File: src/mafs_pkg.sv
// shared types, constants and tables of the mpeg audio frame splitter
`timescale 1ns / 1ps
package mafs_pkg;

  localparam int BYTE_W = 8;
  localparam int LEN_W  = 12;
  localparam int KBPS_W = 9;
  localparam int NUM_W  = 26;
  localparam int RATE_W = 16;
  localparam int QUOT_W = 12;
  localparam int STEP_W = $clog2(QUOT_W);
  localparam int DSH_W  = RATE_W + QUOT_W - 1;

  localparam logic [10:0] SYNC_WORD      = 11'h7ff;
  localparam logic [1:0]  VER_MPEG1      = 2'd3;
  localparam logic [1:0]  VER_MPEG2      = 2'd2;
  localparam logic [1:0]  VER_RESERVED   = 2'd1;
  localparam logic [1:0]  LAYER_RESERVED = 2'd0;
  localparam logic [1:0]  LAYER_CODE_III = 2'd1;
  localparam logic [1:0]  LAYER_CODE_I   = 2'd3;
  localparam logic [3:0]  BRI_FREE       = 4'h0;
  localparam logic [3:0]  BRI_BAD        = 4'hf;
  localparam logic [1:0]  SRI_RESERVED   = 2'd3;
  localparam logic [1:0]  SRI_44K        = 2'd0;
  localparam logic [1:0]  SRI_48K        = 2'd1;

  // samples per frame / 8 times 1000, layer i folded with its four-byte slot
  localparam logic [NUM_W-1:0] SCALE_L1   = NUM_W'(12000);
  localparam logic [NUM_W-1:0] SCALE_FULL = NUM_W'(144000);
  localparam logic [NUM_W-1:0] SCALE_HALF = NUM_W'(72000);

  localparam logic [LEN_W-1:0] HDR_BYTES = LEN_W'(4);

  // [low-rate family][layer i, ii, iii][bitrate index], kbit/s
  localparam logic [KBPS_W-1:0] KBPS [2][3][16] = '{
    '{ '{9'd0, 9'd32, 9'd64, 9'd96, 9'd128, 9'd160, 9'd192, 9'd224,
         9'd256, 9'd288, 9'd320, 9'd352, 9'd384, 9'd416, 9'd448, 9'd0},
       '{9'd0, 9'd32, 9'd48, 9'd56, 9'd64, 9'd80, 9'd96, 9'd112,
         9'd128, 9'd160, 9'd192, 9'd224, 9'd256, 9'd320, 9'd384, 9'd0},
       '{9'd0, 9'd32, 9'd40, 9'd48, 9'd56, 9'd64, 9'd80, 9'd96,
         9'd112, 9'd128, 9'd160, 9'd192, 9'd224, 9'd256, 9'd320, 9'd0} },
    '{ '{9'd0, 9'd32, 9'd48, 9'd56, 9'd64, 9'd80, 9'd96, 9'd112,
         9'd128, 9'd144, 9'd160, 9'd176, 9'd192, 9'd224, 9'd256, 9'd0},
       '{9'd0, 9'd8, 9'd16, 9'd24, 9'd32, 9'd40, 9'd48, 9'd56,
         9'd64, 9'd80, 9'd96, 9'd112, 9'd128, 9'd144, 9'd160, 9'd0},
       '{9'd0, 9'd8, 9'd16, 9'd24, 9'd32, 9'd40, 9'd48, 9'd56,
         9'd64, 9'd80, 9'd96, 9'd112, 9'd128, 9'd144, 9'd160, 9'd0} }
  };

  function automatic logic [RATE_W-1:0] rate_base(input logic [1:0] sri);
    logic [RATE_W-1:0] r;
    case (sri)
      SRI_44K: r = RATE_W'(44100);
      SRI_48K: r = RATE_W'(48000);
      default: r = RATE_W'(32000);
    endcase
    return r;
  endfunction

  typedef struct packed {
    logic              start;
    logic [NUM_W-1:0]  num;
    logic [RATE_W-1:0] den;
  } div_req_t;

  typedef struct packed {
    logic              done;
    logic [QUOT_W-1:0] quot;
  } div_rsp_t;

endpackage

File: src/mafs_if.sv
// stream interfaces for the byte input and the frame output
`timescale 1ns / 1ps
interface mafs_byte_if import mafs_pkg::*; ();
  logic              valid;
  logic              ready;
  logic [BYTE_W-1:0] in_byte;
  modport source (output valid, output in_byte, input ready);
  modport sink (input valid, input in_byte, output ready);
endinterface

interface mafs_frame_if import mafs_pkg::*; ();
  logic              valid;
  logic              ready;
  logic [BYTE_W-1:0] out_byte;
  logic              frame_start;
  logic              frame_end;
  logic [LEN_W-1:0]  frame_bytes;
  logic              header_error;
  logic              run_last;
  modport source (output valid, output out_byte, output frame_start, output frame_end,
                  output frame_bytes, output header_error, output run_last, input ready);
  modport sink (input valid, input out_byte, input frame_start, input frame_end,
                input frame_bytes, input header_error, input run_last, output ready);
endinterface

File: src/mafs_divider.sv
// restoring divider, one quotient bit per cycle
`timescale 1ns / 1ps
module mafs_divider import mafs_pkg::*; (
  input  logic     clk,
  input  logic     rst,
  input  div_req_t req,
  output div_rsp_t rsp
);

  logic [NUM_W-1:0]  rem;
  logic [DSH_W-1:0]  dsh;
  logic [QUOT_W-1:0] quot;
  logic [STEP_W-1:0] step;
  logic              busy;
  logic              done;
  logic              ge;

  assign ge = DSH_W'(rem) >= dsh;

  always_ff @(posedge clk) begin
    if (rst) begin
      busy <= 1'b0;
      done <= 1'b0;
    end else begin
      done <= 1'b0;
      if (req.start) begin
        rem  <= req.num;
        dsh  <= {req.den, (QUOT_W-1)'(0)};
        quot <= '0;
        step <= STEP_W'(QUOT_W-1);
        busy <= 1'b1;
      end else if (busy) begin
        if (ge) begin
          rem <= NUM_W'(DSH_W'(rem) - dsh);
        end
        quot <= {quot[QUOT_W-2:0], ge};
        dsh  <= dsh >> 1;
        step <= step - STEP_W'(1);
        if (step == '0) begin
          busy <= 1'b0;
          done <= 1'b1;
        end
      end
    end
  end

  assign rsp.done = done;
  assign rsp.quot = quot;

endmodule

File: src/mpeg_audio_frame_splitter.sv
// mpeg audio frame splitter: header check, frame length and byte pass-through
// body bytes: one per cycle unless output stalls, registered out the cycle after acceptance
// fourth header byte: the first header result reaches the output register after the multiply,
//   start, 12-step divider, done and load steps; three more results follow
// input is not ready while a header is in work; after a bad header all bytes are dropped
// synchronous active-high reset clears state, counters and output valid
`timescale 1ns / 1ps
module mpeg_audio_frame_splitter import mafs_pkg::*; (
  input  logic  clk,
  input  logic  rst,
  mafs_byte_if.sink    byte_in,
  mafs_frame_if.source frame_out
);

  typedef enum logic [2:0] {
    ST_IDLE,
    ST_MUL,
    ST_START,
    ST_DIV,
    ST_EMIT,
    ST_HALT
  } state_t;

  state_t            state;
  logic [BYTE_W-1:0] header_store [3];
  logic [1:0]        header_count;
  logic [LEN_W-1:0]  bytes_left;
  logic [BYTE_W-1:0] last_byte;
  logic [KBPS_W-1:0] kbps;
  logic [NUM_W-1:0]  scale;
  logic [NUM_W-1:0]  num;
  logic [RATE_W-1:0] den;
  logic              pad;
  logic              is_l1;
  logic [LEN_W-1:0]  frame_len;
  logic [1:0]        emit_idx;

  logic              ov;
  logic [BYTE_W-1:0] o_byte;
  logic              o_start;
  logic              o_end;
  logic [LEN_W-1:0]  o_len;
  logic              o_err;
  logic              o_last;

  div_req_t div_req;
  div_rsp_t div_rsp;

  logic        out_free;
  logic        out_load;
  logic        accept;
  logic [31:0] hdr;
  logic [1:0]  ver;
  logic [1:0]  lay;
  logic [3:0]  bri;
  logic [1:0]  sri;
  logic        hdr_ok;
  logic        low;
  logic [1:0]  shift;
  logic [1:0]  layer_idx;
  logic [LEN_W-1:0] len_calc;

  assign out_free = !ov || frame_out.ready;
  assign byte_in.ready = (state == ST_IDLE && out_free) || state == ST_HALT;
  assign accept = byte_in.valid && byte_in.ready;

  assign hdr = {header_store[0], header_store[1], header_store[2], byte_in.in_byte};
  assign ver = hdr[20:19];
  assign lay = hdr[18:17];
  assign bri = hdr[15:12];
  assign sri = hdr[11:10];
  assign hdr_ok = hdr[31:21] == SYNC_WORD && ver != VER_RESERVED && lay != LAYER_RESERVED
                  && bri != BRI_FREE && bri != BRI_BAD && sri != SRI_RESERVED;
  assign low = ver != VER_MPEG1;
  assign shift = (ver == VER_MPEG1) ? 2'd0 : ((ver == VER_MPEG2) ? 2'd1 : 2'd2);
  assign layer_idx = 2'd3 - lay;

  assign out_load = (state == ST_IDLE && accept &&
                     (bytes_left != '0 || (header_count == 2'd3 && !hdr_ok)))
                    || (state == ST_EMIT && out_free);

  assign len_calc = is_l1 ? LEN_W'((div_rsp.quot + QUOT_W'(pad)) << 2)
                          : LEN_W'(div_rsp.quot + QUOT_W'(pad));

  assign div_req.start = state == ST_START;
  assign div_req.num   = num;
  assign div_req.den   = den;

  mafs_divider u_div (
    .clk (clk),
    .rst (rst),
    .req (div_req),
    .rsp (div_rsp)
  );

  always_ff @(posedge clk) begin
    if (rst) begin
      state        <= ST_IDLE;
      header_count <= '0;
      bytes_left   <= '0;
      ov           <= 1'b0;
      emit_idx     <= '0;
    end else begin
      if (out_load) begin
        ov <= 1'b1;
      end else if (frame_out.ready) begin
        ov <= 1'b0;
      end
      case (state)
        ST_IDLE: begin
          if (accept) begin
            if (bytes_left != '0) begin
              o_byte     <= byte_in.in_byte;
              o_start    <= 1'b0;
              o_end      <= bytes_left == LEN_W'(1);
              o_len      <= '0;
              o_err      <= 1'b0;
              o_last     <= 1'b1;
              bytes_left <= bytes_left - LEN_W'(1);
            end else if (header_count != 2'd3) begin
              header_store[header_count] <= byte_in.in_byte;
              header_count <= header_count + 2'd1;
            end else begin
              header_count <= '0;
              if (!hdr_ok) begin
                o_byte  <= '0;
                o_start <= 1'b0;
                o_end   <= 1'b0;
                o_len   <= '0;
                o_err   <= 1'b1;
                o_last  <= 1'b1;
                state   <= ST_HALT;
              end else begin
                last_byte <= byte_in.in_byte;
                kbps      <= KBPS[low][layer_idx][bri];
                den       <= rate_base(sri) >> shift;
                pad       <= hdr[9];
                is_l1     <= lay == LAYER_CODE_I;
                if (lay == LAYER_CODE_I) begin
                  scale <= SCALE_L1;
                end else if (lay == LAYER_CODE_III && low) begin
                  scale <= SCALE_HALF;
                end else begin
                  scale <= SCALE_FULL;
                end
                state <= ST_MUL;
              end
            end
          end
        end
        ST_MUL: begin
          num   <= NUM_W'(kbps) * scale;
          state <= ST_START;
        end
        ST_START: begin
          state <= ST_DIV;
        end
        ST_DIV: begin
          if (div_rsp.done) begin
            frame_len  <= len_calc;
            bytes_left <= len_calc - HDR_BYTES;
            emit_idx   <= '0;
            state      <= ST_EMIT;
          end
        end
        ST_EMIT: begin
          if (out_free) begin
            o_err  <= 1'b0;
            o_start <= emit_idx == 2'd0;
            o_len  <= (emit_idx == 2'd0) ? frame_len : '0;
            o_end  <= (emit_idx == 2'd3) && frame_len == HDR_BYTES;
            o_last <= emit_idx == 2'd3;
            case (emit_idx)
              2'd0:    o_byte <= header_store[0];
              2'd1:    o_byte <= header_store[1];
              2'd2:    o_byte <= header_store[2];
              default: o_byte <= last_byte;
            endcase
            emit_idx <= emit_idx + 2'd1;
            if (emit_idx == 2'd3) begin
              state <= ST_IDLE;
            end
          end
        end
        ST_HALT: begin
          state <= ST_HALT;
        end
        default: begin
          state <= ST_IDLE;
        end
      endcase
    end
  end

  assign frame_out.valid        = ov;
  assign frame_out.out_byte     = o_byte;
  assign frame_out.frame_start  = o_start;
  assign frame_out.frame_end    = o_end;
  assign frame_out.frame_bytes  = o_len;
  assign frame_out.header_error = o_err;
  assign frame_out.run_last     = o_last;

endmodule

File: src/flat_wrapper.sv
// flat-port wrapper written by rule: the top's interface ports become plain ports
module mpeg_audio_frame_splitter_flat import mafs_pkg::*;
  (clk, rst, byte_in_valid, byte_in_in_byte, byte_in_ready, frame_out_valid, frame_out_out_byte, frame_out_frame_start, frame_out_frame_end, frame_out_frame_bytes, frame_out_header_error, frame_out_run_last, frame_out_ready);
  mafs_byte_if byte_in_i ();
  mafs_frame_if frame_out_i ();
  input  logic clk;
  input  logic rst;
  input wire logic [$bits(byte_in_i.valid)-1:0] byte_in_valid;
  input wire logic [$bits(byte_in_i.in_byte)-1:0] byte_in_in_byte;
  output wire logic [$bits(byte_in_i.ready)-1:0] byte_in_ready;
  output wire logic [$bits(frame_out_i.valid)-1:0] frame_out_valid;
  output wire logic [$bits(frame_out_i.out_byte)-1:0] frame_out_out_byte;
  output wire logic [$bits(frame_out_i.frame_start)-1:0] frame_out_frame_start;
  output wire logic [$bits(frame_out_i.frame_end)-1:0] frame_out_frame_end;
  output wire logic [$bits(frame_out_i.frame_bytes)-1:0] frame_out_frame_bytes;
  output wire logic [$bits(frame_out_i.header_error)-1:0] frame_out_header_error;
  output wire logic [$bits(frame_out_i.run_last)-1:0] frame_out_run_last;
  input wire logic [$bits(frame_out_i.ready)-1:0] frame_out_ready;
  assign byte_in_i.valid = byte_in_valid;
  assign byte_in_i.in_byte = byte_in_in_byte;
  assign byte_in_ready = byte_in_i.ready;
  assign frame_out_valid = frame_out_i.valid;
  assign frame_out_out_byte = frame_out_i.out_byte;
  assign frame_out_frame_start = frame_out_i.frame_start;
  assign frame_out_frame_end = frame_out_i.frame_end;
  assign frame_out_frame_bytes = frame_out_i.frame_bytes;
  assign frame_out_header_error = frame_out_i.header_error;
  assign frame_out_run_last = frame_out_i.run_last;
  assign frame_out_i.ready = frame_out_ready;
  mpeg_audio_frame_splitter u_core (.clk(clk), .rst(rst), .byte_in(byte_in_i), .frame_out(frame_out_i));
endmodule
File: config.mk
export PLATFORM = sky130hd
export DESIGN_NAME = mpeg_audio_frame_splitter_flat
export DESIGN_NICKNAME = d
export VERILOG_FILES = /design/src/mafs_pkg.sv /design/src/mafs_if.sv /design/src/mafs_divider.sv /design/src/mpeg_audio_frame_splitter.sv /design/src/flat_wrapper.sv
export SDC_FILE = /design/constraint.sdc
export NUM_CORES = 1
export LEC_CHECK = 0
export BUFFER_PORTS_ARGS = -buffer_cell sky130_fd_sc_hd__buf_2
export CORE_ASPECT_RATIO = 1.2
export CORE_MARGIN = 2
export CORE_UTILIZATION = 47
export CTS_CLUSTER_DIAMETER = 60
export CTS_CLUSTER_SIZE = 28
export DETAILED_ROUTE_END_ITERATION = 8
export SLEW_MARGIN = 30
export SYNTH_ARGS = -nofsm -noshare
export SYNTH_HDL_FRONTEND = slang
export SYNTH_SLANG_ARGS = --single-unit
File: constraint.sdc
create_clock -name clk -period 12.65 [get_ports clk]
set_input_delay 1.8975 -clock clk [delete_from_list [all_inputs] [get_ports clk]]
set_output_delay 1.8975 -clock clk [all_outputs]
set_load 0.05 [all_outputs]
==> results of run 1 <==
## sequential cells by signal, summed over array words and instances (netlist names), 6 cells and up
name / cells
u_core.u_div.rem: 26
u_core.header_store: 24
u_core.num: 19
u_core.bytes_left: 12
u_core.last_byte: 8
u_core.u_div.dsh: 27
u_core.u_div.quot: 12
u_core.scale: 6
u_core.den: 16
u_core.frame_out.out_byte: 8
u_core.frame_len: 12
u_core.kbps: 6
u_core.frame_out.frame_bytes: 12
## stage by stage
| stage | instance area [µm²] | hold slack (ns) |
|---|---|---|
| after floorplan | 13640 | 0.4266 |
| after global placement | 14160 | 0.4686 |
| after detailed placement | 14180 | 0.4610 |
| after CTS | 14850 | 0.4873 |
| after global routing | 14850 | 0.5014 |
| final | 14850 | 0.4878 |
## worst paths after layout
check,startpoint,to,slack (ns)
worst max-delay path,u_core.scale[13],u_core.num[25],7.24
worst min register to register,u_core.header_store[2][1],u_core.pad,0.49
worst min-delay path,u_core.header_store[2][1],u_core.pad,0.49
worst max register to register,u_core.scale[13],u_core.num[25],7.24
## where the power goes
part	switching, W	leakage [nW]	internal [W]
registers	0.0000632	1.87	0.000906
logic	0.000603	3.87	0.000300
clock network	0.000306	0.326	0.000304
## cells by family after synthesis
logic type               share of synthesized area
other                                    0.0005532
AND/OR/NAND/NOR                             0.1640
buffers and inverters                      0.05843
AO/OA/AOI/OAI                               0.1403
adder cells (fa/ha/maj)                     0.1548
flip-flops                                  0.4438
multiplexers                               0.01161
XOR/XNOR                                   0.02645
## final cells by class
class                           count  share of cell area
Timing Repair Buffer               44             0.01652
Sequential cell                   208              0.4059
Inverter                          153             0.03869
Multi-Input combinational cell    959              0.4615
Clock buffer                       19             0.03203
Tap cell                          385             0.03245
Clock inverter                     15             0.01290
## critical path: cells and delay by family, from the launching register on
kind,cells,cell delay (ns)
adders and majority gates,5,2.45
and+or+nand+nor,1,0.28
DFF,1,0.48
xor gates and xnor gates,1,0.08
buffers and inverters,4,0.20
AOI/OAI and AO/OA,6,1.67
## per-layer routing
metal | vias to the layer above | track usage | routed length, µm | share of wire
li1 | 4852 | - | - | -
met1 | 4600 | 0.2539 | 12800 | 0.44
met2 | 181 | 0.3487 | 14330 | 0.50
met3 | 44 | 0.02136 | 1026 | 0.036
met4 | 0 | 0.05559 | 634 | 0.022
met5 | - | 0 | 0 | 0
## cell usage in the layout (no fill, tap or decap), drive strengths merged, types with 13 or more instances in the layout
cell type / Yosys / final
a211oi: 13 / 13
conb: 2 / 18
fa: 45 / 45
nand4: 15 / 15
a21o: 16 / 16
nor2b: 15 / 15
dfxtp: 22 / 22
nor3: 38 / 38
ha: 96 / 96
nand2: 113 / 113
xnor2: 25 / 25
inv: 153 / 159
nor2: 99 / 99
and2: 59 / 59
and3: 16 / 16
buf: 8 / 44
nand3: 35 / 35
o21ai: 86 / 86
edfxtp: 186 / 186
a21oi: 87 / 87
clkbuf: 48 / 19
xor2: 16 / 16
==> reports/metrics.csv, run 1 <==
stage,metric,value,unit
yosys,yosysTopAreaCell,edfxtp_1,
clocking,cts.sinks,208,
sta,rsz0062_at_grt,no,
final_layout,syn_to_final_growth,9.345,%
worst_setup_path,startpoint_type,flip-flop,
yosys,synth_area,13580,µm²
sta,slew_headroom,0.3974,
power_and_ir_drop,power.total,0.002482,W
yosys,synthTopCellsByArea,"edfxtp_1 41%, ha_1 8.8%, fa_1 6.6%",
worst_setup_path,rr_worst_depth,17,
power_and_ir_drop,powerDensity,167.2,nW/µm²
route,drtIter0Drc,573,
sta,fin_tns_setup,0,ns
floorplan,die_h,190.2,µm
power_and_ir_drop,p_leak,6.062,nW
run,maxCapViolations,0,
yosys,synth_top_area_frac,0.4114,
clocking,cts_resized,0,
worst_setup_path,path_max_fanout,7,
clocking,cts_setup_buffers,0,
worst_setup_path,crit_chain,"and2_1, fa_1, inv_1, fa_1, inv_1, fa_1, inv_1, fa_1, inv_1, ha_1, a2111oi_0, o21ai_0, a21oi_1, o21ai_0, a31o_2, a21oi_1, xnor2_1",
hold_path,holdCritPathClass,flip-flop to flip-flop,
sta,fin_crit_sh,0.4273,
worst_setup_path,critical_path_arrival,5.65,ns
route,via_per_inst,5.427,
worst_setup_path,crit_path_top_delay_cell,fa_1,
placed_design,pre_cts_ws,7.243,ns
yosys,synth_most_common_cell,edfxtp_1,
route,wl_per_cell,16.15,µm
final_layout,num_antenna_cells,0,
floorplan,start_util,0.4749,
floorplan,ios,38,
yosys,yosys_warnings,0,
clocking,insertion_delay,0.51,ns
yosys,ys_ff_latch,208,
clocking,cts_root_buf,clkbuf_16,
route,vias,9677,
floorplan,row_count,68,
global_routing,grt_pass1_vias,9801,
global_routing,grt.overflow.total,0,
global_routing,grt_max_degree,82,
clocking,cts_hold_buffers,0,
yosys,synth_cell_types,75,
worst_setup_path,required,12.90,ns
power_and_ir_drop,vdd_drop_max,0.1836,mV
final_layout,regArea,6026,µm²
clocking,clock_path_buffers,3,
yosys,ys_async_sr_fraction,0,
clocking,htreeDepth,1,
worst_setup_path,critical_path_class,flip-flop to flip-flop,
sta,worst_slew_pin_slew,0.9039,ns
route,drc,0,
placed_design,hpwl,21480,µm
worst_setup_path,end_kind,flip-flop,
sta,drv_slew,0,
placed_design,port-buffer-count,37,
placed_design,dp.cells,1749,
yosys,seq_area_frac_synth,0.4438,
placed_design,gp_congestion,0.8357,
sta,clock_skew,0.02564,ns
sta,fmax,185.0,MHz
final_layout,num-fill-cells,2712,
run_status,status,"complete, no violations",
yosys,avgSynthCellArea,9.983,µm²
yosys,ys.flop_type,edfxtp_1,
worst_setup_path,cpPeakStageDelay,0.55,ns
final_layout,stdcell_count,1783,
global_routing,grt_pass1_wl,48850,µm
sta,finalSetupViolCount,0,
final_layout,drive_above_1_share,0.07654,
floorplan,die_x,159.2,µm
route,antenna_left,0,
sta,setup_ws,7.245,ns
floorplan,fp.dieArea,30270,µm²
hold_path,min_path_cells,0,
yosys,yosys-top-cells-count,"186 x edfxtp_1, 153 x inv_1, 113 x nand2_1, 97 x nor2_1, 96 x ha_1",
clocking,clk_pin_slew,0.09,ns
yosys,synth_cells,1360,
yosys,synth_edf_count,186,
final_layout,fin_nets,1538,
clocking,cts_buffers,19,
sta,min_period,5.405,ns
clocking,cts_tree,built,
route,routed_wl,28790,µm
floorplan,core_area,28590,µm²
global_routing,antenna_found_initial,0,
sta,hold_viol_final,0,
global_routing,grt_usage,0.1959,
route,first_pass_iters,5,
final_layout,post-route-util,0.5193,
final_layout,multi_input_area,6852,µm²
Note: power is estimated with default switching activity, not from simulation.
==> run 2: changes to the inputs <==
PLACE_DENSITY = 0.65   (was unset)
clock period = 4.8 ns   (was 12.65 ns; I/O delays follow)
==> run 2 against run 1 <==
Sequential power grew to 2.6 times the previous value. Final cell count rose by 1.5%. Fmax rose by 15%. Register-to-register slack worse by 7.1 ns. Clock power increased to 2.5 times the previous value. Cell area grew 2.2%. Die area stayed put. Core utilization rose by 1.1 points. First-iteration DRC count increased by 8.6%. Flip-flop and latch count stayed put. Critical path depth grew 1. Setup slack lost 7.1 ns.
==> reports/metrics.csv, run 2 (synthesis results as in run 1) <==
stage,metric,value,unit,change
final_layout,stdcell_count,1810,,+1.5%
sta,min_period,4.691,ns,-0.7145 ns
route,routed_wl,28960,µm,+0.61%
worst_setup_path,crit_buf_inv,5,,+1
sta,finalSetupViolCount,0,,unchanged
route,drtIter0Drc,622,,+8.6%
final_layout,largest_reg_flops,27,,unchanged
placed_design,gp_congestion,0.8853,,+5.9%
final_layout,num-fill-cells,2603,,-4.0%
sta,fin_hold_ws,0.4259,ns,-0.06183 ns
power_and_ir_drop,vdd_drop_max,0.3892,mV,+110%
clocking,clk_pin_slew,0.10,ns,about the same
route,drc,0,,unchanged
route,wl_met3,1020,µm,-0.58%
clocking,insertion_delay,0.53,ns,+0.02 ns
global_routing,antenna_found_initial,0,,unchanged
worst_setup_path,crit_path_top_delay_cell,fa_1,,
sta,clock_skew,0.03380,ns,+0.008163 ns
power_and_ir_drop,p_leak,6.208,nW,+2.4%
sta,rsz0062_at_grt,yes,,
floorplan,ios,38,,unchanged
route,drt-met1-wl,12800,µm,about the same
hold_path,min_from,byte_in_in_byte[6],,
worst_setup_path,startpoint_type,flip-flop,,
final_layout,final_common_cell,edfxtp_1,,
route,first_pass_iters,8,,+3
final_layout,final_cell_mix,"186 x edfxtp_1, 144 x inv_1, 108 x nand2_1, 95 x nor2_1, 92 x ha_1",,
sta,hold_viol_final,0,,unchanged
worst_setup_path,required,5.04,ns,-7.86 ns
hold_path,min_path_cells,1,,+1
placed_design,dp.cells,1776,,+1.5%
final_layout,largestRegisters,"u_core.u_div.dsh x27, u_core.u_div.rem x26, u_core.header_store x24",,
floorplan,die_x,159.2,µm,unchanged
floorplan,row_count,68,,unchanged
clocking,cts_tree,built,,
clocking,cts.sinks,208,,unchanged
worst_setup_path,cpLargestDelayFamily,adder cells,,
sta,setup_ws,0.1091,ns,-7.135 ns
clocking,htreeDepth,1,,unchanged
final_layout,num_antenna_cells,0,,unchanged
sta,slew_headroom,0.3934,,-0.003991
sta,worst_slew_pin_slew,0.9099,ns,+0.005987 ns
placed_design,port-buffer-count,37,,unchanged
hold_path,hold_path_end,u_core.header_store[1][6],,
route,met2RoutedLength,14390,µm,+0.41%
worst_setup_path,rrSetupSlack,0.11,ns,-7.14 ns
route,top_layer,met4,,
worst_setup_path,reg2reg_from,u_core.scale[10],,
global_routing,grt_max_degree,82,,unchanged
power_and_ir_drop,powerDensity,427.5,nW/µm²,+160%
worst_setup_path,crit_chain,"and2_4, fa_1, inv_2, fa_1, inv_2, fa_1, inv_2, fa_1, inv_2, ha_4, a2111oi_4, o21ai_1, a21oi_2, buf_4, nor2_4, nor3_4, o21ai_2, xor2_1",,
clocking,cts_buffers,17,,-2
floorplan,die_h,190.2,µm,unchanged
placed_design,hpwl,21220,µm,-1.2%
worst_setup_path,critical_path_arrival,4.93,ns,-0.72 ns
route,via_per_inst,5.466,,+0.72%
global_routing,grt.overflow.total,0,,unchanged
route,wl_per_cell,16.00,µm,-0.89%
global_routing,grt_pass1_vias,9813,,+0.12%
final_layout,syn_to_final_growth,11.74,%,
sta,fin_crit_sh,0.9773,,+0.5500
worst_setup_path,path_max_fanout,4,,-3
global_routing,grt_pass1_wl,48380,µm,-0.96%
floorplan,fp.dieArea,30270,µm²,unchanged
global_routing,grt_usage,0.1940,,-0.001858
route,antenna_left,0,,unchanged
sta,fmax,213.2,MHz,+15%
clocking,clock_path_buffers,3,,unchanged
sta,drv_slew,0,,unchanged
worst_setup_path,rr_worst_depth,18,,+1
worst_setup_path,timing.rr.end,u_core.num[21],,
worst_setup_path,critical_path_class,flip-flop to flip-flop,,
run,maxCapViolations,0,,unchanged
final_layout,drive_above_1_share,0.1186,,+0.04206
route,vias,9894,,+2.2%
floorplan,start_util,0.4749,,unchanged
power_and_ir_drop,power.total,0.006485,W,+160%
final_layout,post-route-util,0.5307,,+0.01138
final_layout,fin_nets,1567,,+1.9%
final_layout,max_flop_register,u_core.u_div.dsh,,
worst_setup_path,cpPeakStageDelay,0.55,ns,about the same
clocking,cts_root_buf,clkbuf_16,,
hold_path,holdCritPathClass,primary input to flip-flop,,
run_status,status,"complete, no violations",,
placed_design,pre_cts_ws,-0.1852,ns,-7.428 ns
worst_setup_path,end_kind,flip-flop,,
floorplan,core_area,28590,µm²,unchanged
==> run 2: cell count changes in the layout (fill, tap and decap cells not counted), sizes merged <==
cell and delta:
buf +31, clkbuf -2, inv +2, clkinv -4
==> run 2: worst max path at each step <==
stage | startpoint | to | slack [ns] | cells after the start
6_report | u_core.scale[10] | u_core.num[21] | 0.11 | 18
5_1_grt | u_core.scale[10] | u_core.num[21] | -0.07 | 18
4_1_cts | u_core.scale[13] | u_core.num[24] | -0.02 | 16
3_5_place_dp | u_core.scale[13] | u_core.num[25] | -0.19 | 17
3_3_place_gp | u_core.scale[13] | u_core.num[25] | -0.10 | 17
2_1_floorplan | u_core.scale[13] | u_core.num[25] | 0.03 | 17
==> run 2: metrics by stage <==
stage | instance area [µm²] | setup TNS [ns]
after floorplan | 13650 | 0
after global placement | 14380 | -0.1762
after detailed placement | 14380 | -0.4612
after CTS | 15040 | -0.04299
after global routing | 15170 | -0.1213
final | 15170 | 0
==> run 2: worst register-to-register path, stage by stage, from the launching register on <==
cell and delay [ns]:
edfxtp_1 0.45, and2_4 0.18, fa_1 0.51, inv_2 0.04, fa_1 0.55, inv_2 0.04, fa_1 0.51, inv_2 0.04
fa_1 0.48, inv_2 0.05, ha_4 0.22, a2111oi_4 0.38, o21ai_1 0.14, a21oi_2 0.20, buf_4 0.16, nor2_4 0.04
nor3_4 0.19, o21ai_2 0.08, xor2_1 0.17
==> run 2: power by group <==
part	switching [W]	total (W)	internal, W
registers	0.000167	0.00255	0.00239
clock network	0.000801	0.00154	0.000738
logic	0.00160	0.00239	0.000793
total	0.00257	0.00648	0.00392
==> run 2: final cells by class <==
cell class              count  area, µm²  share of cell area
inverters                 153      574.3             0.03786
clock inverters            13      195.2             0.01287
flip-flops and latches    208       6026              0.3972
multi-input cells         959       6998              0.4613
clock buffers              17      425.4             0.02804
well taps                 385      481.7             0.03175
repair buffers             75      470.5             0.03101
==> run 2: repair_timing <==
| item | in CTS | in global routing |
|---|---|---|
| hold endpoints to repair | 0 | 0 |
| resized for setup | 8 | 36 |
| buffers inserted | 1 | 3 |
| pin swaps | 1 | 25 |
| endpoints found under the setup margin | 5 | 6 |
| hold buffers | 0 | 0 |
==> run 2: routing by layer <==
layer  vias up  track usage
met1      4745       0.2493
met2       188       0.3446
met4         0      0.06224
met3        53      0.02093
met5         -            0
li1       4908            -
